--- config.mk ---
export PLATFORM = sky130hd
export DESIGN_NAME = fisr_fmul
export DESIGN_NICKNAME = d
export VERILOG_FILES = /design/src/hw/rtl/fisr_pkg.sv /design/src/hw/rtl/fisr_fmul.sv
export SDC_FILE = /design/constraint.sdc
export NUM_CORES = 2
export LEC_CHECK = 0
export BUFFER_PORTS_ARGS = -buffer_cell sky130_fd_sc_hd__buf_2
export CORE_ASPECT_RATIO = 0.9
export CORE_MARGIN = 8
export CORE_UTILIZATION = 50
export CTS_CLUSTER_DIAMETER = 200
export DETAILED_ROUTE_END_ITERATION = 7
export GPL_TIMING_DRIVEN = 0
export PLACE_DENSITY_LB_ADDON = 0.3
export SLEW_MARGIN = 30
export SYNTH_ARGS = -nofsm -noshare
export SYNTH_HDL_FRONTEND = slang
export SYNTH_SLANG_ARGS = --single-unit
--- constraint.sdc ---
create_clock -name clk -period 10.1 [get_ports clk]
set_clock_uncertainty 0.15 [all_clocks]
set_input_delay 0.505 -clock clk [delete_from_list [all_inputs] [get_ports clk]]
set_output_delay 0.505 -clock clk [all_outputs]
set_load 0.01 [all_outputs]
--- src/hw/rtl/fisr_pkg.sv ---
// ----------------------------------------------------------------------------
// fisr_pkg
// constants, types and pack/round helpers for the rsqrt pipeline
// ----------------------------------------------------------------------------
`timescale 1ns / 1ps

package fisr_pkg;

  localparam logic [31:0] FISR_MAGIC    = 32'h5f3759df;
  localparam logic [31:0] FISR_HALF     = 32'h3f000000;
  localparam logic [31:0] FISR_ONE_HALF = 32'h3fc00000;
  localparam logic [31:0] FISR_QNAN     = 32'h7fc00000;
  localparam logic [7:0]  FISR_EXP_MAX  = 8'hff;

  typedef struct packed {
    logic nan;
    logic inf;
    logic zero;
  } fisr_spec_t;

  typedef struct packed {
    logic       sign;
    logic [7:0] exp;
    logic [23:0] mant;
    fisr_spec_t spec;
  } fisr_unp_t;

  // exponent of a subnormal is taken as 1, hidden bit made explicit
  function automatic fisr_unp_t fisr_unpack(input logic [31:0] f);
    fisr_unp_t u;
    u.sign      = f[31];
    u.exp       = (f[30:23] == 8'd0) ? 8'd1 : f[30:23];
    u.mant      = {(f[30:23] != 8'd0), f[22:0]};
    u.spec.nan  = (f[30:23] == FISR_EXP_MAX) && (f[22:0] != 23'd0);
    u.spec.inf  = (f[30:23] == FISR_EXP_MAX) && (f[22:0] == 23'd0);
    u.spec.zero = (f[30:23] == 8'd0) && (f[22:0] == 23'd0);
    return u;
  endfunction

  // round to nearest even; the carry runs from fraction into exponent
  function automatic logic [31:0] fisr_round_pack(input logic sign, input logic [9:0] field,
                                                  input logic [23:0] mant, input logic g,
                                                  input logic st);
    logic        rnd;
    logic [32:0] sum;
    rnd = g & (st | mant[0]);
    sum = {field, mant[22:0]} + {32'd0, rnd};
    if (sum[32:23] >= 10'd255) begin
      return {sign, FISR_EXP_MAX, 23'd0};
    end
    return {sign, sum[30:0]};
  endfunction

  function automatic logic [31:0] fisr_special(input logic sign, input fisr_spec_t s);
    if (s.nan) begin
      return FISR_QNAN;
    end else if (s.inf) begin
      return {sign, FISR_EXP_MAX, 23'd0};
    end
    return {sign, 31'd0};
  endfunction

endpackage

--- src/hw/rtl/fisr_fmul.sv ---
// ----------------------------------------------------------------------------
// fisr_fmul
// three-stage single-precision multiplier with a carried side word
// ----------------------------------------------------------------------------
`timescale 1ns / 1ps

module fisr_fmul import fisr_pkg::*; (
  input  logic        clk,
  input  logic        rst_n,
  input  logic        en,
  input  logic        vld_i,
  input  logic [31:0] a_i,
  input  logic [31:0] b_i,
  input  logic [31:0] aux_i,
  output logic        vld_o,
  output logic [31:0] p_o,
  output logic [31:0] aux_o
);

  fisr_unp_t          ua, ub;
  logic               v1_r, v2_r, v3_r;
  logic               s1_r, s2_r;
  fisr_spec_t         sp1_r, sp2_r;
  fisr_spec_t         sp1_nxt;
  logic signed [10:0] k1_r, k1_nxt;
  logic [47:0]        prod1_r, prod2_r;
  logic [31:0]        aux1_r, aux2_r, aux3_r;
  logic [5:0]         lz;
  logic signed [10:0] nk;
  logic               left2_r, left2_nxt;
  logic [6:0]         sh2_r, sh2_nxt;
  logic [9:0]         fld2_r, fld2_nxt;
  logic [47:0]        xl;
  logic [95:0]        xr;
  logic [23:0]        mant;
  logic               g, st;
  logic [31:0]        p3_r, p3_nxt;

  // stage 1: unpack and multiply significands
  always_comb begin
    ua = fisr_unpack(a_i);
    ub = fisr_unpack(b_i);
    sp1_nxt.nan  = ua.spec.nan | ub.spec.nan | (ua.spec.inf & ub.spec.zero) |
                   (ua.spec.zero & ub.spec.inf);
    sp1_nxt.inf  = ua.spec.inf | ub.spec.inf;
    sp1_nxt.zero = ua.spec.zero | ub.spec.zero;
    k1_nxt = $signed({3'd0, ua.exp}) + $signed({3'd0, ub.exp}) - 11'sd127;
  end

  // stage 2: leading zeros, choose normal or subnormal alignment
  always_comb begin
    lz = 6'd48;
    for (int i = 0; i < 48; i++) begin
      if (prod1_r[i]) lz = 6'(47 - i);
    end
    nk = -k1_r;
    left2_nxt = 1'b1;
    sh2_nxt   = {1'b0, lz};
    fld2_nxt  = 10'(k1_r + 11'sd1 - $signed({5'd0, lz}));
    if (k1_r < $signed({5'd0, lz})) begin
      fld2_nxt = 10'd0;
      if (k1_r >= 11'sd0) begin
        sh2_nxt = k1_r[6:0];
      end else begin
        left2_nxt = 1'b0;
        sh2_nxt   = (nk > 11'sd72) ? 7'd72 : nk[6:0];
      end
    end
  end

  // stage 3: shift, round, pack
  always_comb begin
    xl = prod2_r << sh2_r;
    xr = {prod2_r, 48'd0} >> sh2_r;
    if (left2_r) begin
      mant = xl[47:24];
      g    = xl[23];
      st   = |xl[22:0];
    end else begin
      mant = xr[95:72];
      g    = xr[71];
      st   = |xr[70:0];
    end
    if (sp2_r.nan || sp2_r.inf || sp2_r.zero) begin
      p3_nxt = fisr_special(s2_r, sp2_r);
    end else begin
      p3_nxt = fisr_round_pack(s2_r, fld2_r, mant, g, st);
    end
  end

  always_ff @(posedge clk) begin
    if (!rst_n) begin
      v1_r <= 1'b0;
      v2_r <= 1'b0;
      v3_r <= 1'b0;
    end else if (en) begin
      v1_r <= vld_i;
      v2_r <= v1_r;
      v3_r <= v2_r;
    end
  end

  always_ff @(posedge clk) begin
    if (en) begin
      s1_r    <= ua.sign ^ ub.sign;
      sp1_r   <= sp1_nxt;
      k1_r    <= k1_nxt;
      prod1_r <= ua.mant * ub.mant;
      aux1_r  <= aux_i;
      s2_r    <= s1_r;
      sp2_r   <= sp1_r;
      prod2_r <= prod1_r;
      left2_r <= left2_nxt;
      sh2_r   <= sh2_nxt;
      fld2_r  <= fld2_nxt;
      aux2_r  <= aux1_r;
      p3_r    <= p3_nxt;
      aux3_r  <= aux2_r;
    end
  end

  assign vld_o = v3_r;
  assign p_o   = p3_r;
  assign aux_o = aux3_r;

endmodule

# After elaboration in Yosys (flattened, before gate mapping)
# Cells that the tools add are included.
# classes
add_sub_neg	6
multipliers	1
n_lt_le_gt_ge	4
eq_ne	2
shift	2
mux	68
bitwise_logic	10
n_reduce_logical	18
# ops
cell	count
two-way mux 6 bit	48
two-way mux 32 bit	6
right shift 96 x 7 -> 95 bit	1
OR reduction 71 bit	1
multiplier 24 x 24 -> 48 bit	1
<< shifter 48 x 7 -> 47 bit	1
zero test 23 bit	2
nonzero test 23 bit	2
adder 33 x 1 -> 33 bit	1
two-way mux 23 bit	1
OR reduction 23 bit	1
== test 8 bit, second input constant	2
zero test 8 bit	2
two-way mux 8 bit	2
nonzero test 8 bit	2
two-way mux 7 bit	2
> comparator 11 x 8 -> 1 bit, second input constant	1
negator 10 -> 11 bit	1
adder 10 x 2 -> 10 bit, second input constant	1
>= comparator 10 x 1 -> 1 bit, second input constant	1
>= comparator 10 x 8 -> 1 bit, second input constant	1
< comparator 10 x 7 -> 1 bit	1
subtractor 10 x 7 -> 10 bit	1
subtractor 9 x 7 -> 10 bit, second input constant	1
8 further kinds	28
# word_totals
reg_bits	263
in_bits	100
output_inout_bits	65

# Logic depth before layout (Yosys ltp)
# depth
ltp_word	50
mapped_depth	27
mapped_depth_nobuf	26

# Worst setup path after synthesis
# OpenSTA, ideal clock, no wires.
# synth_timing
path_type	input to register
startpoint	in b_i[6]
endpoint	reg prod1_r[45] (data pin)
t_arrival_ps	7094
t_required_ps	9677
slack_ps	2583
path_stages	25
path_buffers	2
cell_sequence	clkbuf_1 -> clkbuf_1 -> nand2_1 -> fa_1 -> inv_1 -> fa_1 -> fa_1 -> fa_1 -> fa_1 -> inv_1 -> fa_1 -> inv_1 -> fa_1 -> ha_1 -> a21o_1 -> a21oi_1 -> nor3b_1 -> nand2_1 -> o21ai_0 -> a21oi_1 -> a21oi_1 -> o211ai_1 -> a311oi_1 -> mux2i_1 -> o2111ai_1
# synth_via
elab_chain_len	1
# synth_lines
item	line	rtl
start: declaration	fisr_fmul.sv:13	input logic [31:0] b_i,
multiplier 24 x 24 -> 48 bit	fisr_fmul.sv:108	prod1_r <= ua.mant * ub.mant;
end signal: assignment	fisr_fmul.sv:108	
end: declaration	fisr_fmul.sv:26	logic [47:0] prod1_r, prod2_r;
# Every way passes these cells.
# A chain may end at the register's enable or synchronous reset.

# Final worst setup path
# layout_timing
startpoint	in b_i[7]
endpoint	reg prod1_r[41] (data pin)
# The elaborated chain is that of the path after synthesis.

==> impl_metrics.toml <==
[floorplanning]
start_util_pct = 50.46
die_height_um = 271.0
io_pins = 165
std_cell_rows = 93
core-area_um2 = 71560
die_w_um = 299.3
die_area_um2 = 81090

[clock_tree]
cts.htree.levels = 1
cts_tree = "yes"
insertion_delay_ns = 0.57
numCtsBuffers = 26
cts_buffer_depth = 3
clock-sinks = 263
clk_pin_slew_worst_paths_ns = 0.06
root_buffer = "clkbuf_16"

[grt]
grt_usage_pct = 32.33
grt_max_degree = 95
grt.overflow.total = 0
antenna_found_initial = 3
grt_pass1_vias = 30390
grt_pass1_wl_um = 197700

[synth]
synthCells = 3692
yosys_warnings = 0
yosys_register_bits = 263
synth_edf_count = 260
yosysUniqueCellTypes = 88
synth_nets = 4489
yosysTopAreaCellShare_pct = 26.94
ys.flop_type = "edfxtp_1"
syn-cell-area_um2 = 36110
yosysMostFrequentCell = "inv_1"
synth_area_per_cell_um2 = 9.781
ys_seq_area_share_pct = 21.79
yosys.area.top_type = "fa_1"
synth.area.top_cells = "fa_1 (27%), edfxtp_1 (22%), ha_1 (7.3%)"
synthArstFlopShare_pct = 0
synth_common_cells = "inv_1 (540), fa_1 (486), nand2_1 (486)"

[routing]
via_per_inst = 6.010
vias = 29380
routed_wl_um = 133000
drt_iter0_drc = 2644
wl_per_cell_um = 27.22
firstDrtPassIters = 6
drtAntennaViolNets = 0
drc = 0

[critical_path]
r2r-start = "sh2_r[1]$_DFFE_PP_"
cp.required_ns = 10.26
critPathLaunchType = "primary input"
critical_path_arrival_ns = 9.04
cp_max_fo = 10
worstSetupStartpoint = "b_i[7]"
crit_type = "in2reg"
endpoint_kind = "flip-flop"

[finish]
finalNetCount = 4713
seq_area_um2 = 7868
area_growth_pct = 9.192
drive_gt1_share_pct = 10.14
multiInputGateArea_um2 = 25210
fill_cells = 6517

[placed_design]
numPortBuffers = 161
place.gp.congestion = 1.039
dp_hpwl_um = 107400

[timing]
tightest_slew_ns = 1.003
max_freq_ghz = 0.1126
period_needed_ns = 8.885
period_share_pct = 87.97
slew_headroom_pct = 33.13
rsz0062_at_grt = "false"
finalSetupTns_ns = 0
maxSlewViolCount = 0
setup_viol = 0
final-hold-violation-count = 0

[run_status]
status = "completed"

[min_path]
hp-class = "in2reg"
holdCritStartpoint = "rst_n"

[flow_run]
drv_cap = 0
worst max-delay path, cell delays in order:
cell and delay [ns]:
clkbuf_1 0.50, clkbuf_1 0.63, nand2_1 0.17, fa_1 0.55, inv_1 0.07, fa_1 0.56, fa_1 0.47, fa_1 0.51
fa_1 0.57, inv_1 0.06, fa_1 0.47, inv_1 0.05, fa_1 0.46, ha_1 0.40, a21o_1 0.21, a21oi_1 0.24
nor3b_1 0.37, nand2_1 0.14, o21ai_0 0.40, a21oi_1 0.29, a211oi_1 0.51, o21ai_0 0.30, o21ai_0 0.33, a31o_2 0.21
xnor2_1 0.05
metal layers:
metal,track usage (%),vias to the layer above,part of all wire [%],wire length [um]
li1,-,12740,-,-
met1,40.17,14540,38,50860
met2,52.46,1660,46,61140
met3,6.746,433,9.0,11980
met4,17.97,8,6.8,9010
met5,0,-,0.031,41
through the flow:
step / setup WS, ns / hold slack, ns / area [um^2] / instances / utilization [%]
finish: 1.215 / 0.02665 / 39430 / 4888 / 55.10
global route: 0.7820 / 0.04743 / 39430 / 4886 / 55.09
CTS: 1.268 / 0.01652 / 39420 / 4886 / 55.08
detailed placement: 0.7114 / 0.2545 / 38200 / 4806 / 53.38
global placement: 0.6469 / 0.2505 / 38110 / 4803 / 53.25
floorplan: 2.583 / 0.2503 / 36110 / 3692 / -
area by class of cell:
class	count	share of cell area [%]
Clock inverter	19	0.5394
Timing Repair Buffer	196	3.040
Sequential cell	263	19.95
Clock buffer	29	1.733
Antenna cell	2	0.01269
Multi-Input combinational cell	2658	63.94
Tap cell	950	3.015
Inverter	542	5.160
Buffer	229	2.605
sequential cells by signal, indices dropped and copies added, names as in the netlist:
name / cells
sp1_r: 3
vld_o: 1
prod1_r: 48
s2_r: 1
left2_r: 1
fld2_r: 10
k1_r: 10
v1_r: 1
v2_r: 1
aux_o: 32
s1_r: 1
p_o: 32
sh2_r: 7
sp2_r: 3
prod2_r: 48
aux2_r: 32
aux1_r: 32
cell families (layout without fill, tap and decap cells):
kind of cell               after synthesis  count (layout)  synth area share (%)
muxes                                  199             199                 8.222
xor gates and xnor gates                90              90                 2.183
adders and majority gates              697             697                 34.25
DFF                                    263             263                 21.79
AOI/OAI and AO/OA                      480             480                 9.023
buffers and inverters                  771            1015                 8.475
other                                    0               2                     0
and+or+nand+nor                       1192            1192                 16.06
final timing paths:
kind,slack [ns],end,cells after the start
min,0.03,v2_r$_SDFFE_PN0P_,2
max reg2reg,1.45,p_o[0]$_SDFFCE_PP0P_,19
max,1.22,prod1_r[41]$_DFFE_PP_,25
min reg2reg,0.26,aux2_r[18]$_DFFE_PP_,0
cells in the final DEF, fill, tap and decap left out, types with 13 or more instances in the layout:
master | Yosys | routed
inv_1 | 540 | 540
nand2_1 | 486 | 486
fa_1 | 486 | 486
edfxtp_1 | 260 | 260
and2_1 | 236 | 236
ha_1 | 211 | 211
buf_2 | 19 | 179
clkbuf_1 | 173 | 174
nor2_1 | 161 | 161
a21oi_1 | 111 | 111
mux2i_1 | 87 | 87
o21ai_0 | 86 | 84
xnor2_1 | 69 | 69
mux4_2 | 69 | 69
nor3_1 | 69 | 68
mux2_2 | 39 | 39
nand3_1 | 36 | 36
nand2b_1 | 32 | 32
dlygate4sd3_1 | 0 | 32
nor4_1 | 32 | 31
nor2b_1 | 30 | 30
a21o_1 | 27 | 27
clkbuf_16 | 0 | 27
a31oi_1 | 21 | 21
xor2_1 | 21 | 21
nand4_1 | 20 | 20
o21bai_1 | 19 | 19
a211oi_1 | 19 | 19
o22ai_1 | 19 | 19
and3_1 | 18 | 18
o21a_1 | 17 | 17
or3_1 | 16 | 16
or2_2 | 15 | 15
buf_4 | 14 | 15
buf_1 | 13 | 13
o211ai_1 | 13 | 13
a22oi_1 | 13 | 13
timing repair:
action                                 4_1_cts  5_1_grt
endpoints found under the hold margin       32        0
hold buffers                                32        0
gates resized for setup                      0        0
setup buffers                                0        0
Power is left out: the tool's default activity adds up to more than one toggle a clock period on the data nets, which glitch-free logic cannot reach.
