==> src/hw/rtl/fisr_pkg.sv <==
// ----------------------------------------------------------------------------
// fisr_pkg
// constants, types and pack/round helpers for the rsqrt pipeline
// ----------------------------------------------------------------------------
`timescale 1ns / 1ps

package fisr_pkg;

  localparam logic [31:0] FISR_MAGIC    = 32'h5f3759df;
  localparam logic [31:0] FISR_HALF     = 32'h3f000000;
  localparam logic [31:0] FISR_ONE_HALF = 32'h3fc00000;
  localparam logic [31:0] FISR_QNAN     = 32'h7fc00000;
  localparam logic [7:0]  FISR_EXP_MAX  = 8'hff;

  typedef struct packed {
    logic nan;
    logic inf;
    logic zero;
  } fisr_spec_t;

  typedef struct packed {
    logic       sign;
    logic [7:0] exp;
    logic [23:0] mant;
    fisr_spec_t spec;
  } fisr_unp_t;

  // exponent of a subnormal is taken as 1, hidden bit made explicit
  function automatic fisr_unp_t fisr_unpack(input logic [31:0] f);
    fisr_unp_t u;
    u.sign      = f[31];
    u.exp       = (f[30:23] == 8'd0) ? 8'd1 : f[30:23];
    u.mant      = {(f[30:23] != 8'd0), f[22:0]};
    u.spec.nan  = (f[30:23] == FISR_EXP_MAX) && (f[22:0] != 23'd0);
    u.spec.inf  = (f[30:23] == FISR_EXP_MAX) && (f[22:0] == 23'd0);
    u.spec.zero = (f[30:23] == 8'd0) && (f[22:0] == 23'd0);
    return u;
  endfunction

  // round to nearest even; the carry runs from fraction into exponent
  function automatic logic [31:0] fisr_round_pack(input logic sign, input logic [9:0] field,
                                                  input logic [23:0] mant, input logic g,
                                                  input logic st);
    logic        rnd;
    logic [32:0] sum;
    rnd = g & (st | mant[0]);
    sum = {field, mant[22:0]} + {32'd0, rnd};
    if (sum[32:23] >= 10'd255) begin
      return {sign, FISR_EXP_MAX, 23'd0};
    end
    return {sign, sum[30:0]};
  endfunction

  function automatic logic [31:0] fisr_special(input logic sign, input fisr_spec_t s);
    if (s.nan) begin
      return FISR_QNAN;
    end else if (s.inf) begin
      return {sign, FISR_EXP_MAX, 23'd0};
    end
    return {sign, 31'd0};
  endfunction

endpackage

==> src/hw/rtl/fisr_fadd.sv <==
// ----------------------------------------------------------------------------
// fisr_fadd
// four-stage single-precision adder with a carried side word
// ----------------------------------------------------------------------------
`timescale 1ns / 1ps

module fisr_fadd import fisr_pkg::*; (
  input  logic        clk,
  input  logic        rst_n,
  input  logic        en,
  input  logic        vld_i,
  input  logic [31:0] a_i,
  input  logic [31:0] b_i,
  input  logic [31:0] aux_i,
  output logic        vld_o,
  output logic [31:0] s_o,
  output logic [31:0] aux_o
);

  fisr_unp_t   ua, ub, ubig, usml;
  logic        v1_r, v2_r, v3_r, v4_r;
  logic [23:0] mb1_r, ms1_r;
  logic [7:0]  e1_r, e2_r;
  logic [7:0]  d1_r;
  logic        sub1_r, sub2_r;
  logic        sg1_r, sg2_r, sg3_r;
  logic        zs1_r, zs2_r, zs3_r;
  fisr_spec_t  sp1_r, sp2_r, sp3_r;
  fisr_spec_t  sp1_nxt;
  logic [31:0] aux1_r, aux2_r, aux3_r, aux4_r;
  logic [49:0] sm;
  logic [50:0] res2_r, res2_nxt, res3_r;
  logic [5:0]  lz;
  logic [5:0]  sh3_r, sh3_nxt;
  logic [9:0]  fld3_r, fld3_nxt;
  logic [50:0] x;
  logic [31:0] s4_r, s4_nxt;

  // stage 1: unpack, order by magnitude, exponent difference
  always_comb begin
    ua = fisr_unpack(a_i);
    ub = fisr_unpack(b_i);
    if (a_i[30:0] >= b_i[30:0]) begin
      ubig = ua;
      usml = ub;
    end else begin
      ubig = ub;
      usml = ua;
    end
    sp1_nxt.nan  = ua.spec.nan | ub.spec.nan | (ua.spec.inf & ub.spec.inf & (ua.sign ^ ub.sign));
    sp1_nxt.inf  = ua.spec.inf | ub.spec.inf;
    sp1_nxt.zero = 1'b0;
  end

  // stage 2: align smaller operand, far shifts collapse to a sticky bit
  always_comb begin
    if (d1_r > 8'd26) begin
      sm = {49'd0, |ms1_r};
    end else begin
      sm = {ms1_r, 26'd0} >> d1_r;
    end
    if (sub1_r) begin
      res2_nxt = {1'b0, mb1_r, 26'd0} - {1'b0, sm};
    end else begin
      res2_nxt = {1'b0, mb1_r, 26'd0} + {1'b0, sm};
    end
  end

  // stage 3: leading zeros, limited by the subnormal floor
  always_comb begin
    lz = 6'd51;
    for (int i = 0; i < 51; i++) begin
      if (res2_r[i]) lz = 6'(50 - i);
    end
    if ({2'd0, lz} <= e2_r) begin
      sh3_nxt  = lz;
      fld3_nxt = 10'({2'd0, e2_r} + 10'd1 - {4'd0, lz});
    end else begin
      sh3_nxt  = e2_r[5:0];
      fld3_nxt = 10'd0;
    end
  end

  // stage 4: normalize, round, pack
  always_comb begin
    x = res3_r << sh3_r;
    if (sp3_r.nan || sp3_r.inf) begin
      s4_nxt = fisr_special(sg3_r, sp3_r);
    end else if (res3_r == 51'd0) begin
      s4_nxt = {zs3_r, 31'd0};
    end else begin
      s4_nxt = fisr_round_pack(sg3_r, fld3_r, x[50:27], x[26], |x[25:0]);
    end
  end

  always_ff @(posedge clk) begin
    if (!rst_n) begin
      v1_r <= 1'b0;
      v2_r <= 1'b0;
      v3_r <= 1'b0;
      v4_r <= 1'b0;
    end else if (en) begin
      v1_r <= vld_i;
      v2_r <= v1_r;
      v3_r <= v2_r;
      v4_r <= v3_r;
    end
  end

  always_ff @(posedge clk) begin
    if (en) begin
      mb1_r  <= ubig.mant;
      ms1_r  <= usml.mant;
      e1_r   <= ubig.exp;
      d1_r   <= ubig.exp - usml.exp;
      sub1_r <= ua.sign ^ ub.sign;
      sg1_r  <= ubig.sign;
      // exact cancellation gives +0, like-signed zeros keep their sign
      zs1_r  <= ua.sign & ub.sign;
      sp1_r  <= sp1_nxt;
      aux1_r <= aux_i;
      res2_r <= res2_nxt;
      e2_r   <= e1_r;
      sub2_r <= sub1_r;
      sg2_r  <= sg1_r;
      zs2_r  <= zs1_r;
      sp2_r  <= sp1_r;
      aux2_r <= aux1_r;
      res3_r <= res2_r;
      sg3_r  <= sg2_r;
      zs3_r  <= zs2_r & ~sub2_r;
      sp3_r  <= sp2_r;
      sh3_r  <= sh3_nxt;
      fld3_r <= fld3_nxt;
      aux3_r <= aux2_r;
      s4_r   <= s4_nxt;
      aux4_r <= aux3_r;
    end
  end

  assign vld_o = v4_r;
  assign s_o   = s4_r;
  assign aux_o = aux4_r;

endmodule

==> config.mk <==
export PLATFORM = sky130hd
export DESIGN_NAME = fisr_fadd
export DESIGN_NICKNAME = d
export VERILOG_FILES = /design/src/hw/rtl/fisr_pkg.sv /design/src/hw/rtl/fisr_fadd.sv
export SDC_FILE = /design/constraint.sdc
export NUM_CORES = 1
export LEC_CHECK = 0
export BUFFER_PORTS_ARGS = -buffer_cell sky130_fd_sc_hd__buf_2
export CAP_MARGIN = 0
export CORE_MARGIN = 5
export CORE_UTILIZATION = 30
export CTS_CLUSTER_DIAMETER = 80
export DETAILED_ROUTE_END_ITERATION = 6
export MAX_ROUTING_LAYER = met4
export PLACE_DENSITY = 0.49
export RECOVER_POWER = 50
export SETUP_SLACK_MARGIN = 0.15
export SYNTH_ARGS = -nofsm -noshare
export SYNTH_HDL_FRONTEND = slang
export SYNTH_SLANG_ARGS = --single-unit
==> constraint.sdc <==
create_clock -name clk -period 5.51 [get_ports clk]
set_input_delay 0.2755 -clock clk [delete_from_list [all_inputs] [get_ports clk]]
set_output_delay 0.2755 -clock clk [all_outputs]
set_load 0.03 [all_outputs]
# == Word-level counts from Yosys, hierarchy flattened ==
# Index checks and enable logic that the tools add are counted.
# totals
wordCells,146
out_inout_bits,65
register_bits,368
# classes
n_bitwise,11
muxes,71
n_eq_ne,2
shifts,2
n_lt_le_gt_ge,4
n_addsub,6
reduce_logical,18
# ops
operator,n
two-way mux 6 bit,51
two-way mux 32 bit,7
adder 50 x 50 -> 51 bit,1
logical NOT 51 bit,1
two-way mux 51 bit,1
<< shifter 51 x 6 -> 50 bit,1
subtractor 50 x 50 -> 51 bit,1
two-way mux 50 bit,1
right shift 50 x 8 -> 50 bit,1
logical NOT 23 bit,2
nonzero test 23 bit,2
two-way mux 36 bit,1
two-way mux 35 bit,1
adder 33 x 1 -> 33 bit,1
greater-or-equal comparator 31 bit,1
OR reduction 26 bit,1
OR reduction 24 bit,1
== test 8 bit (second input constant),2
logical NOT 8 bit,2
two-way mux 8 bit,2
nonzero test 8 bit,2
greater-or-equal comparator 10 x 8 -> 1 bit (second input constant),1
subtractor 9 x 6 -> 10 bit,1
adder 8 x 1 -> 9 bit (second input constant),1
10 further kinds,28

# == Logic depth before layout (Yosys ltp) ==
# Gate-level depths: netlist (run 1).
# logic_depth
depth_word,53
depth_mapped,25

# == Worst setup path after synthesis (run 1) ==
# No wires, ideal clock.
# synth_path
path_type,register -> register
from,register d1_r[7]
to,"register res2_r[48], data pin"
path_buffers,4
stages_incl_launch_ff,21
required_time_ns,5.250
setup_ns,0.260
slack_ns,0.654
arrival_ns,4.596
synth_period_minus_slack_ns,4.856
path_cell_list,edfxtp_1 -> buf_2 -> nor4b_1 -> and2_1 -> clkbuf_1 -> buf_1 -> a22oi_1 -> o22a_1 -> ha_1 -> clkbuf_1 -> nor2_1 -> o311a_1 -> o221a_2 -> o31a_1 -> o211a_1 -> nor2_1 -> a21oi_1 -> a221oi_1 -> o41a_1 -> a32oi_1 -> xnor2_1
# synth_between
elab_chain_cells,4
word_cells_on_any_way,6
classes_between,add/sub: 2; order compare: 1; shift: 1; mux: 2
# synth_lines
item,line,source
"start, declared",fisr_fadd.sv:24,logic [7:0] d1_r;
"start signal, assigned",fisr_fadd.sv:115,d1_r <= ubig.exp - usml.exp;
right shift 50 x 8 -> 50 bit or greater-than comparator 8 x 5 -> 1 bit (tied branches),"fisr_fadd.sv:60, fisr_fadd.sv:57",
two-way mux 50 bit (*),fisr_fadd.sv:57,if (d1_r > 8'd26) begin
adder 50 x 50 -> 51 bit or subtractor 50 x 50 -> 51 bit (tied branches),"fisr_fadd.sv:65, fisr_fadd.sv:63",
two-way mux 51 bit (*),fisr_fadd.sv:62,if (sub1_r) begin
via res2_nxt[48],fisr_fadd.sv:32,"logic [50:0] res2_r, res2_nxt, res3_r;"
"end signal, assigned",fisr_fadd.sv:122,res2_r <= res2_nxt;
"end, declared",fisr_fadd.sv:32,
# The timed path passes the listed nets; every way through them passes the cells marked *.
# A chain may end at the register's enable or synchronous reset.

# == Final worst setup path (run 1) ==
# layout_path
from,register d1_r[1]
to,"register res2_r[48], data pin"
# Same word-level chain as after synthesis.

==> results.py, run 1 <==
metrics = {
    "routing": {
        "wl_um": 75400,
        "via_count": 18900,
        "drtPass1Iterations": 6,
        "drt_iter0_drc": 1512,
        "ant_nets": 0,
        "drc_errors": 0,
        "viasPerCell": 5.37,
        "wl_per_cell_um": 21.4,
    },
    "pwr": {
        "p_leak_uw": 0.0110,
        "combPwrFrac_pct": 30.6,
        "internal_power_uw": 6750,
        "clkPwrFrac_pct": 31.7,
        "power_density_nw_per_um2": 349,
        "swShare_pct": 33.0,
        "ir_drop_mv": 0.222,
        "power.share.sequential_pct": 37.7,
        "p_sw_uw": 3320,
        "p_total_uw": 10100,
    },
    "critical_path": {
        "path_class": "reg -> reg",
        "endpoint_kind": "register",
        "critPathMostFrequentCell": "nor2_1",
        "cpPeakStageDelay_ns": 0.45,
        "cp_max_fo": 12,
        "critPathRequiredTime_ns": 5.83,
        "cp_slowest_cell": "edfxtp_1",
        "critical_path.cell_chain": "buf_4 > or2_2 > o22ai_1 > nor2_1 > a21oi_1 > a22oi_1 > o22a_1 > ha_1 > nor2_1 > o311a_1 > o221a_2 > o31a_1 > o211a_1 > nor2_1 > a21oi_1 > a221oi_1 > o41a_1 > a32oi_1 > xnor2_1",
        "crit_family": "compound AO/OA/AOI/OAI gates",
        "worstPathArrival_ns": 5.46,
        "startpoint_type": "register",
        "critPathBufInv": 1,
    },
    "timing": {
        "finalSetupTns_ns": 0,
        "fin_ws_ns": 0.371,
        "fin_crit_ns": 5.14,
        "drv_slew": 157,
        "finalCritPeriodShare_pct": 93.3,
        "worst_pin_slew_ns": 4.52,
        "fmax_ghz": 0.195,
        "rsz0062_at_grt": "false",
        "finClkSkew_ns": 0.0201,
        "finalSetupViolCount": 0,
        "relSlewSlack_pct": -201,
        "hold_viol": 0,
    },
    "placement": {
        "dp_slack_ns": 0.392,
        "place_congestion": 0.951,
        "dpl.hpwl_um": 58900,
        "port_buffers": 164,
        "place_inst": 3413,
    },
    "logic_synthesis": {
        "yosysMostFrequentCell": "edfxtp_1",
        "synth_area_leaders": "edfxtp_1 (44%), mux4_2 (6.6%), ha_1 (5.6%)",
        "synth_edf_count": 364,
        "yosys_warnings": 0,
        "syn_nets": 2453,
        "yosysUniqueCellTypes": 96,
        "ys_seq_area_share_pct": 44.4,
        "synth_top_area_share_pct": 44.1,
        "netlist_area_um2": 24800,
        "synth_flop_cell": "edfxtp_1",
        "syn-mean-instance-area_um2": 11.1,
        "netlist_instances": 2239,
        "ys_async_sr_fraction_pct": 0,
        "yosys.area.top_type": "edfxtp_1",
        "synth_common_cells": "edfxtp_1 (364), nand2_1 (167), nor2_1 (155)",
        "ys_ff_latch": 368,
    },
    "floorplanning": {
        "coreArea_um2": 82000,
        "die_w_um": 297,
        "initial_utilization_pct": 30.2,
        "ioPinCount": 165,
        "floorplan.rows": 105,
        "dieArea_um2": 88400,
        "fp.dieH_um": 297,
    },
    "clocking": {
        "cts_tree": "yes",
        "path_clk_slew_ns": 0.05,
        "clock_path_buffers": 3,
        "cts_buffers": 44,
        "cts_max_level": 2,
        "clock_latency_ns": 0.58,
        "numClockSinks": 368,
        "root_buffer": "clkbuf_16",
    },
    "grt": {
        "grt_max_degree": 130,
        "antenna_found_initial": 0,
        "grtUsageTotal_pct": 17.1,
        "grt_pass1_wl_um": 117000,
        "grt_pass1_vias": 19000,
        "gr-total-overflow": 0,
    },
    "cells_and_area": {
        "areaGrowthSynthToFinish_pct": 16.5,
        "nets": 2640,
        "area.sequential_um2": 11000,
        "fillers": 8229,
        "drive_above_1_share_pct": 20.1,
        "multi_input_area_um2": 12700,
        "n_antenna_cell": 0,
        "postLayoutCoreUtil_pct": 35.2,
        "finalNonFillerCells": 3531,
    },
    "outcome": {
        "violations": "capacitance limit, slew limit",
        "outcome": "finished with violations",
    },
    "run": {
        "cap_violations": 2,
    },
    "worst_hold_path": {
        "hp-class": "in -> reg",
    },
}
[stage by stage]
step / hold WS (ns) / cell area [um^2]
final: 0.0594 / 28900
after global routing: 0.0407 / 28900
after CTS: 0.00609 / 28800
after detailed placement: 0.405 / 26900
after global placement: 0.400 / 26900
after floorplan: 0.374 / 24800
[flip-flops by register name, summed over array words and instances (netlist names), 10 cells and up]
name	flops
aux2_r	32
aux1_r	32
res2_r	51
aux_o	32
aux3_r	32
s_o	32
res3_r	51
fld3_r	10
mb1_r	24
ms1_r	24
[what timing repair did]
action	in CTS	in global routing
buffers inserted	0	3
hold buffers	34	0
resized for setup	0	3
endpoints found under the setup margin	0	5
endpoints found under the hold margin	36	0
[kinds of logic after synthesis]
| group | share of synthesized area, % |
|---|---|
| compound gates | 14.6 |
| xor+xnor | 2.86 |
| fa+ha+maj | 5.85 |
| buf+inv | 4.54 |
| flops | 44.4 |
| mux | 14.9 |
| simple gates | 12.9 |
[worst reg2reg max path: stages (launching register included)]
cell	delay (ns)
edfxtp_1	0.45
buf_4	0.20
or2_2	0.39
o22ai_1	0.27
nor2_1	0.09
a21oi_1	0.34
a22oi_1	0.12
o22a_1	0.24
ha_1	0.39
nor2_1	0.10
o311a_1	0.33
o221a_2	0.29
o31a_1	0.30
o211a_1	0.25
nor2_1	0.11
a21oi_1	0.10
a221oi_1	0.39
o41a_1	0.20
a32oi_1	0.08
xnor2_1	0.25
[worst paths after layout]
kind	from	end	slack, ns	cells after the start
worst max-delay path	d1_r[1]	res2_r[48]	0.37	19
worst min-delay path	b_i[14]	ms1_r[14]	0.06	2
worst max register to register	d1_r[1]	res2_r[48]	0.37	19
worst min register to register	aux3_r[24]	aux_o[24]	0.42	0
[cell type report]
cell class | count | area share [%]
clock buffers | 48 | 3.94
clock inverters | 33 | 1.72
inverters | 139 | 1.81
multi-input cells | 1615 | 43.9
flip-flops and latches | 368 | 38.1
well taps | 1070 | 4.64
repair buffers | 258 | 5.83
[cell usage in the layout (no fill, tap or decap), types with 52 or more instances in the layout]
cell type / Yosys / layout
edfxtp_1: 364 / 364
nand2_1: 167 / 167
buf_2: 25 / 160
nor2_1: 155 / 155
inv_1: 136 / 136
a21oi_1: 112 / 111
ha_1: 111 / 111
mux2i_1: 98 / 98
mux2_2: 94 / 94
o21ai_0: 87 / 87
mux4_2: 73 / 73
xnor2_1: 56 / 56
buf_4: 16 / 52
[power groups by stage]
stage,clock (uW),combinational [uW],sequential (uW)
after floorplan,0,2080,3740
after global placement,0,3010,3850
after detailed placement,0,3010,3860
after CTS,3310,3040,3800
after global routing,3420,3340,3850
final,3200,3080,3800
[routing by layer]
layer,GRT usage (%),wire length (um)
met1,21.6,32400
met2,28.8,37000
met3,2.26,3640
met4,4.92,2350
met5,-,0
No activity file was read; power rests on OpenSTA's default activity.
==> inputs of run 2 (changes only) <==
--- a/config.mk
+++ b/config.mk
@@ -5,6 +5,7 @@
 export SDC_FILE = /design/constraint.sdc
 export NUM_CORES = 1
 export LEC_CHECK = 0
+export ABC_AREA = 1
 export BUFFER_PORTS_ARGS = -buffer_cell sky130_fd_sc_hd__buf_2
 export CAP_MARGIN = 0
 export CORE_MARGIN = 5
==> constraint.sdc (replaced) <==
create_clock -name clk -period 6.3 [get_ports clk]
set_input_delay 0.315 -clock clk [delete_from_list [all_inputs] [get_ports clk]]
set_output_delay 0.315 -clock clk [all_outputs]
set_load 0.03 [all_outputs]
==> run 2 against run 1 <==
Effect of this change: the run still ends with capacitance limit, slew limit left; count of clock-buffer cells in the layout grew 2; utilization decreased by 0.39 points; via count down 2.7%; first-iteration DRC count fell by 25%; critical endpoint is now res2_r[50]; setup slack better by 0.24 ns; highest routed layer unchanged.
==> results.py, run 2 <==
metrics = {
    "grt": {
        "grt_max_degree": 167,
        "grtUsageTotal_pct": 15.2,
        "grt_pass1_vias": 17900,
        "grt_pass1_wl_um": 97500,
        "antenna_found_initial": 0,
        "gr-total-overflow": 0,
    },
    "routing": {
        "wl_um": 62600,
        "wl_met1_um": 28500,
        "drt_iter0_drc": 1137,
        "drtPass1Iterations": 5,
        "dr.max_layer_used": "met4",
        "ant_nets": 0,
        "wl_per_cell_um": 15.7,
        "via_count": 18400,
        "met3WireLength_um": 2390,
        "viasPerCell": 4.62,
        "drc_errors": 0,
        "wl_met2_um": 29600,
    },
    "floorplanning": {
        "die_w_um": 288,
        "ioPinCount": 165,
        "dieArea_um2": 83100,
        "coreArea_um2": 77100,
        "initial_utilization_pct": 30.1,
        "floorplan.rows": 102,
        "fp.dieH_um": 288,
    },
    "clocking": {
        "clock_path_buffers": 3,
        "cts_tree": "yes",
        "numClockSinks": 368,
        "cts_max_level": 2,
        "clock_latency_ns": 0.59,
        "root_buffer": "clkbuf_16",
        "cts_buffers": 44,
        "path_clk_slew_ns": 0.06,
    },
    "cells_and_area": {
        "drive_above_1_share_pct": 10.9,
        "multi_input_area_um2": 10400,
        "nets": 3132,
        "final_common_cell": "nand2_1",
        "reg_top3": "res2_r x51, res3_r x51",
        "area.sequential_um2": 11000,
        "fillers": 8144,
        "final_cell_mix": "nand2_1 (652), edfxtp_1 (364), inv_1 (339)",
        "areaGrowthSynthToFinish_pct": 15.6,
        "n_antenna_cell": 0,
    },
    "placement": {
        "place_congestion": 0.933,
        "port_buffers": 164,
        "dpl.hpwl_um": 49400,
    },
    "timing": {
        "hold_viol": 0,
        "drv_slew": 128,
        "fmax_ghz": 0.176,
        "relSlewSlack_pct": -205,
        "finalSetupViolCount": 0,
        "finalSetupTns_ns": 0,
        "finalCritPeriodShare_pct": 90.4,
        "worst_pin_slew_ns": 4.58,
        "finClkSkew_ns": 0.0269,
        "rsz0062_at_grt": "false",
        "fin_crit_ns": 5.69,
        "hold_ws_ns": 0.0558,
    },
    "logic_synthesis": {
        "ys_ff_latch": 368,
        "synth_area_leaders": "edfxtp_1 (47%), nand2_1 (11%), ha_1 (6.0%)",
        "syn-mean-instance-area_um2": 8.43,
        "ys_seq_area_share_pct": 47.4,
        "yosysMostFrequentCell": "nand2_1",
        "synth_edf_count": 364,
        "synth_flop_cell": "edfxtp_1",
        "syn_nets": 2970,
        "netlist_instances": 2756,
        "yosysUniqueCellTypes": 62,
        "synth_top_area_share_pct": 47.0,
        "ys_async_sr_fraction_pct": 0,
        "synth_common_cells": "nand2_1 (652), edfxtp_1 (364), inv_1 (340)",
        "yosys.area.top_type": "edfxtp_1",
        "netlist_area_um2": 23200,
        "yosys_warnings": 0,
    },
    "critical_path": {
        "critPathBufInv": 4,
        "crit_family": "compound AO/OA/AOI/OAI gates",
        "critPathRequiredTime_ns": 6.70,
        "cp_max_fo": 16,
        "worstPathArrival_ns": 6.09,
        "endpoint_kind": "register",
        "path_class": "reg -> reg",
        "critPathMostFrequentCell": "nand2_1",
        "cpPeakStageDelay_ns": 0.64,
        "cp_slowest_cell": "edfxtp_1",
        "startpoint_type": "register",
    },
    "outcome": {
        "violations": "capacitance limit, slew limit",
        "outcome": "finished with violations",
    },
    "pwr": {
        "ir_drop_mv": 0.198,
        "p_leak_uw": 0.0112,
        "p_total_uw": 8290,
        "power_density_nw_per_um2": 309,
    },
    "run": {
        "cap_violations": 2,
    },
    "worst_hold_path": {
        "hp-class": "in -> reg",
    },
}
## run 2: worst paths after layout
path	startpoint	end	slack, ns	cells after the start
min reg2reg	aux3_r[31]	aux_o[31]	0.41	0
max reg2reg	d1_r[7]	res2_r[50]	0.61	34
max	d1_r[7]	res2_r[50]	0.61	34
min	b_i[19]	ms1_r[19]	0.06	3
## run 2: repair_timing
| item | CTS | global route |
|---|---|---|
| hold endpoints to repair | 35 | 0 |
| setup buffers | 0 | 0 |
| gates resized for setup | 0 | 2 |
| endpoints found under the setup margin | 0 | 2 |
| hold buffers | 37 | 0 |
## run 2: routing by layer
layer,GRT usage (%),vias up
li1,-,9625
met1,19.5,8358
met2,24.7,328
met3,2.33,114
met4,5.10,0
met5,-,-
## run 2: tightest hold or removal path, cell delays in order
cell     delay, ns
buf_2         0.10
nand2_1       0.05
o21ai_0       0.07
## run 2: report_power, final
part,switching (uW),internal (uW),leakage (uW)
combinational,1730,800,0.00694
sequential,191,3090,0.00359
clock,1050,1420,0.000668
## run 2: logic make-up after synthesis
group	Yosys count	synth area share [%]
AND/OR/NAND/NOR	1144	20.8
AO/OA/AOI/OAI	556	13.3
buffers and inverters	463	7.91
flip-flops	368	47.4
adder cells (fa/ha/maj)	114	6.24
XOR/XNOR	78	2.94
multiplexers	33	1.42
## run 2: final cells by class
cell class	count	share of cell area [%]
sequential	368	41.0
multi-input combinational	1925	38.7
timing repair buffer	228	5.25
inverter	351	4.92
tap	1040	4.85
clock buffer	50	4.19
clock inverter	28	1.06
## run 2: per-stage QoR
stage | area [um^2] | instances | utilization, % | worst slack (ns)
final | 26800 | 3990 | 34.8 | 0.607
after floorplan | 23200 | 2756 | - | 1.63
after CTS | 26900 | 3990 | 34.8 | 0.595
after global placement | 25100 | 3875 | 32.5 | 0.682
after detailed placement | 25100 | 3875 | 32.5 | 0.602
after global routing | 26800 | 3990 | 34.8 | 0.177
==> inputs of run 3 (changes only) <==
--- a/config.mk
+++ b/config.mk
@@ -9,11 +9,10 @@
 export BUFFER_PORTS_ARGS = -buffer_cell sky130_fd_sc_hd__buf_2
 export CAP_MARGIN = 0
 export CORE_MARGIN = 5
-export CORE_UTILIZATION = 30
+export CORE_UTILIZATION = 33
 export CTS_CLUSTER_DIAMETER = 80
 export DETAILED_ROUTE_END_ITERATION = 6
 export MAX_ROUTING_LAYER = met4
-export PLACE_DENSITY = 0.49
 export RECOVER_POWER = 50
 export SETUP_SLACK_MARGIN = 0.15
 export SYNTH_ARGS = -nofsm -noshare
==> run 3 against run 2 <==
Effect of this change: the run still ends with capacitance limit, slew limit left; first-iteration DRC count increased by 7.7%; critical path depth decreased by 29; sequential power about the same; setup slack improved by 0.27 ns; utilization increased by 3.3 points; fmax increased by 5.0%; sequential cell count unchanged; power decreased by 2.2%; critical endpoint is now v1_r; largest cell class unchanged.
==> results.py, run 3 (same netlist as run 2, synthesis figures left out) <==
metrics = {
    "outcome": {
        "outcome": "finished with violations",
        "violations": "capacitance limit, slew limit",
    },
    "routing": {
        "wl_um": 58700,
        "viasPerCell": 4.76,
        "wl_met2_um": 28000,
        "dr.max_layer_used": "met4",
        "drtPass1Iterations": 6,
        "drt_iter0_drc": 1225,
        "via_count": 18500,
        "met3WireLength_um": 2460,
        "wl_per_cell_um": 15.1,
        "wl_met1_um": 26800,
        "ant_nets": 0,
        "drc_errors": 0,
    },
    "grt": {
        "grt_max_degree": 140,
        "gr-total-overflow": 0,
        "grtUsageTotal_pct": 15.6,
        "antenna_found_initial": 0,
        "grt_pass1_wl_um": 93100,
        "grt_pass1_vias": 17600,
    },
    "critical_path": {
        "cp_max_fo": 113,
        "r2r_slack_ns": 0.93,
        "endpoint_kind": "register",
        "critPathMostFrequentCell": "nor2_1",
        "reg2reg_from": "d1_r[0]",
        "critical_path.cell_chain": "clkbuf_1 > inv_1 > nor2_1 > nor2_1 > dlygate4sd3_1",
        "cpPeakStageDelay_ns": 4.02,
        "reg2reg_to": "res2_r[48]",
        "rr_worst_depth": 34,
        "critPathBufInv": 3,
        "critPathRequiredTime_ns": 6.74,
        "startpoint_type": "primary input",
        "worstPathArrival_ns": 5.86,
        "crit_family": "buffers and inverters",
        "path_class": "in -> reg",
        "cp_slowest_cell": "clkbuf_1",
    },
    "cells_and_area": {
        "nets": 3128,
        "drive_above_1_share_pct": 10.9,
        "finalNonFillerCells": 3885,
        "n_antenna_cell": 0,
        "fillers": 7188,
        "final_cell_mix": "nand2_1 (652), edfxtp_1 (364), inv_1 (339)",
        "final_common_cell": "nand2_1",
        "reg_top3": "res2_r x51, res3_r x51",
        "areaGrowthSynthToFinish_pct": 14.7,
    },
    "pwr": {
        "p_total_uw": 8100,
        "combPwrFrac_pct": 30.8,
        "ir_drop_mv": 0.151,
        "internal_power_uw": 5250,
        "power_density_nw_per_um2": 304,
        "clkPwrFrac_pct": 28.8,
        "p_sw_uw": 2860,
        "swShare_pct": 35.2,
        "power.share.sequential_pct": 40.4,
        "p_leak_uw": 0.0112,
    },
    "floorplanning": {
        "initial_utilization_pct": 33.2,
        "ioPinCount": 165,
        "coreArea_um2": 69900,
        "fp.dieH_um": 275,
        "floorplan.rows": 97,
        "die_w_um": 275,
        "dieArea_um2": 75800,
    },
    "timing": {
        "fin_ws_ns": 0.880,
        "fin_crit_ns": 5.42,
        "finClkSkew_ns": 0.0208,
        "fmax_ghz": 0.184,
        "finalSetupViolCount": 0,
        "finalSetupTns_ns": 0,
        "worst_pin_slew_ns": 5.87,
        "relSlewSlack_pct": -292,
        "rsz0062_at_grt": "false",
        "hold_viol": 0,
        "drv_slew": 161,
        "finalCritPeriodShare_pct": 86.0,
    },
    "clocking": {
        "numClockSinks": 368,
        "clock_path_buffers": 3,
        "path_clk_slew_ns": 0.06,
        "clock_latency_ns": 0.57,
        "cts_buffers": 40,
        "root_buffer": "clkbuf_16",
        "cts_max_level": 2,
        "cts_tree": "yes",
    },
    "placement": {
        "port_buffers": 164,
        "dpl.hpwl_um": 46300,
        "place_congestion": 0.961,
        "dp_slack_ns": 0.726,
        "place_inst": 3773,
    },
    "worst_hold_path": {
        "min_path_cells": 3,
        "worstHoldStart": "a_i[31]",
        "hp-class": "in -> reg",
        "hold_path_end": "sg1_r",
    },
    "run": {
        "cap_violations": 2,
    },
}
==> run 3: final cells by class <==
cell class / instances / area (um^2) / area share [%]
Clock buffer: 45 / 1020 / 3.83
Multi-Input combinational cell: 1925 / 10400 / 39.0
Tap cell: 940 / 1180 / 4.41
Inverter: 351 / 1320 / 4.96
Clock inverter: 28 / 305 / 1.15
Timing Repair Buffer: 228 / 1420 / 5.33
Sequential cell: 368 / 11000 / 41.3
==> run 3: worst min-delay path: stages <==
cell     delay, ns
buf_2         0.09
nand2_1       0.05
nand2_1       0.05
==> run 3: power by group through the flow <==
stage	sequential, uW	combinational [uW]	clock [uW]
after floorplan	3280	1740	0
after global placement	3330	2440	0
after detailed placement	3330	2440	0
after CTS	3280	2470	2410
after global routing	3320	2810	2530
final	3280	2490	2330
==> run 3: per-layer routing <==
layer / vias to the layer above / GRT usage (%)
li1: 9645 / -
met1: 8368 / 20.2
met2: 377 / 26.0
met3: 90 / 1.95
met4: 0 / 4.33
met5: - / -
==> run 3: worst max-delay path by stage <==
stage / start / to / slack, ns / cells past startpoint
6_report: en / v1_r / 0.88 / 5
5_1_grt: en / v1_r / 0.12 / 5
4_1_cts: d1_r[7] / res2_r[48] / 0.69 / 35
3_5_place_dp: d1_r[7] / res2_r[48] / 0.73 / 35
3_3_place_gp: d1_r[7] / res2_r[48] / 0.79 / 37
2_1_floorplan: d1_r[7] / res2_r[48] / 1.63 / 39
==> run 3: per-stage QoR <==
| stage | area (um^2) | hold WS (ns) | utilization, % |
|---|---|---|---|
| finish | 26600 | 0.0469 | 38.1 |
| floorplan | 23200 | 0.400 | - |
| global placement | 24900 | 0.400 | 35.7 |
| global route | 26600 | 0.0415 | 38.1 |
| detailed placement | 24900 | 0.405 | 35.7 |
| CTS | 26600 | 0.00660 | 38.1 |
==> run 3: what timing repair did <==
action	4_1_cts	5_1_grt
hold endpoints to repair	37	0
hold buffers	36	0
buffers inserted	0	3
setup endpoints to repair	0	4
gates resized for setup	0	3
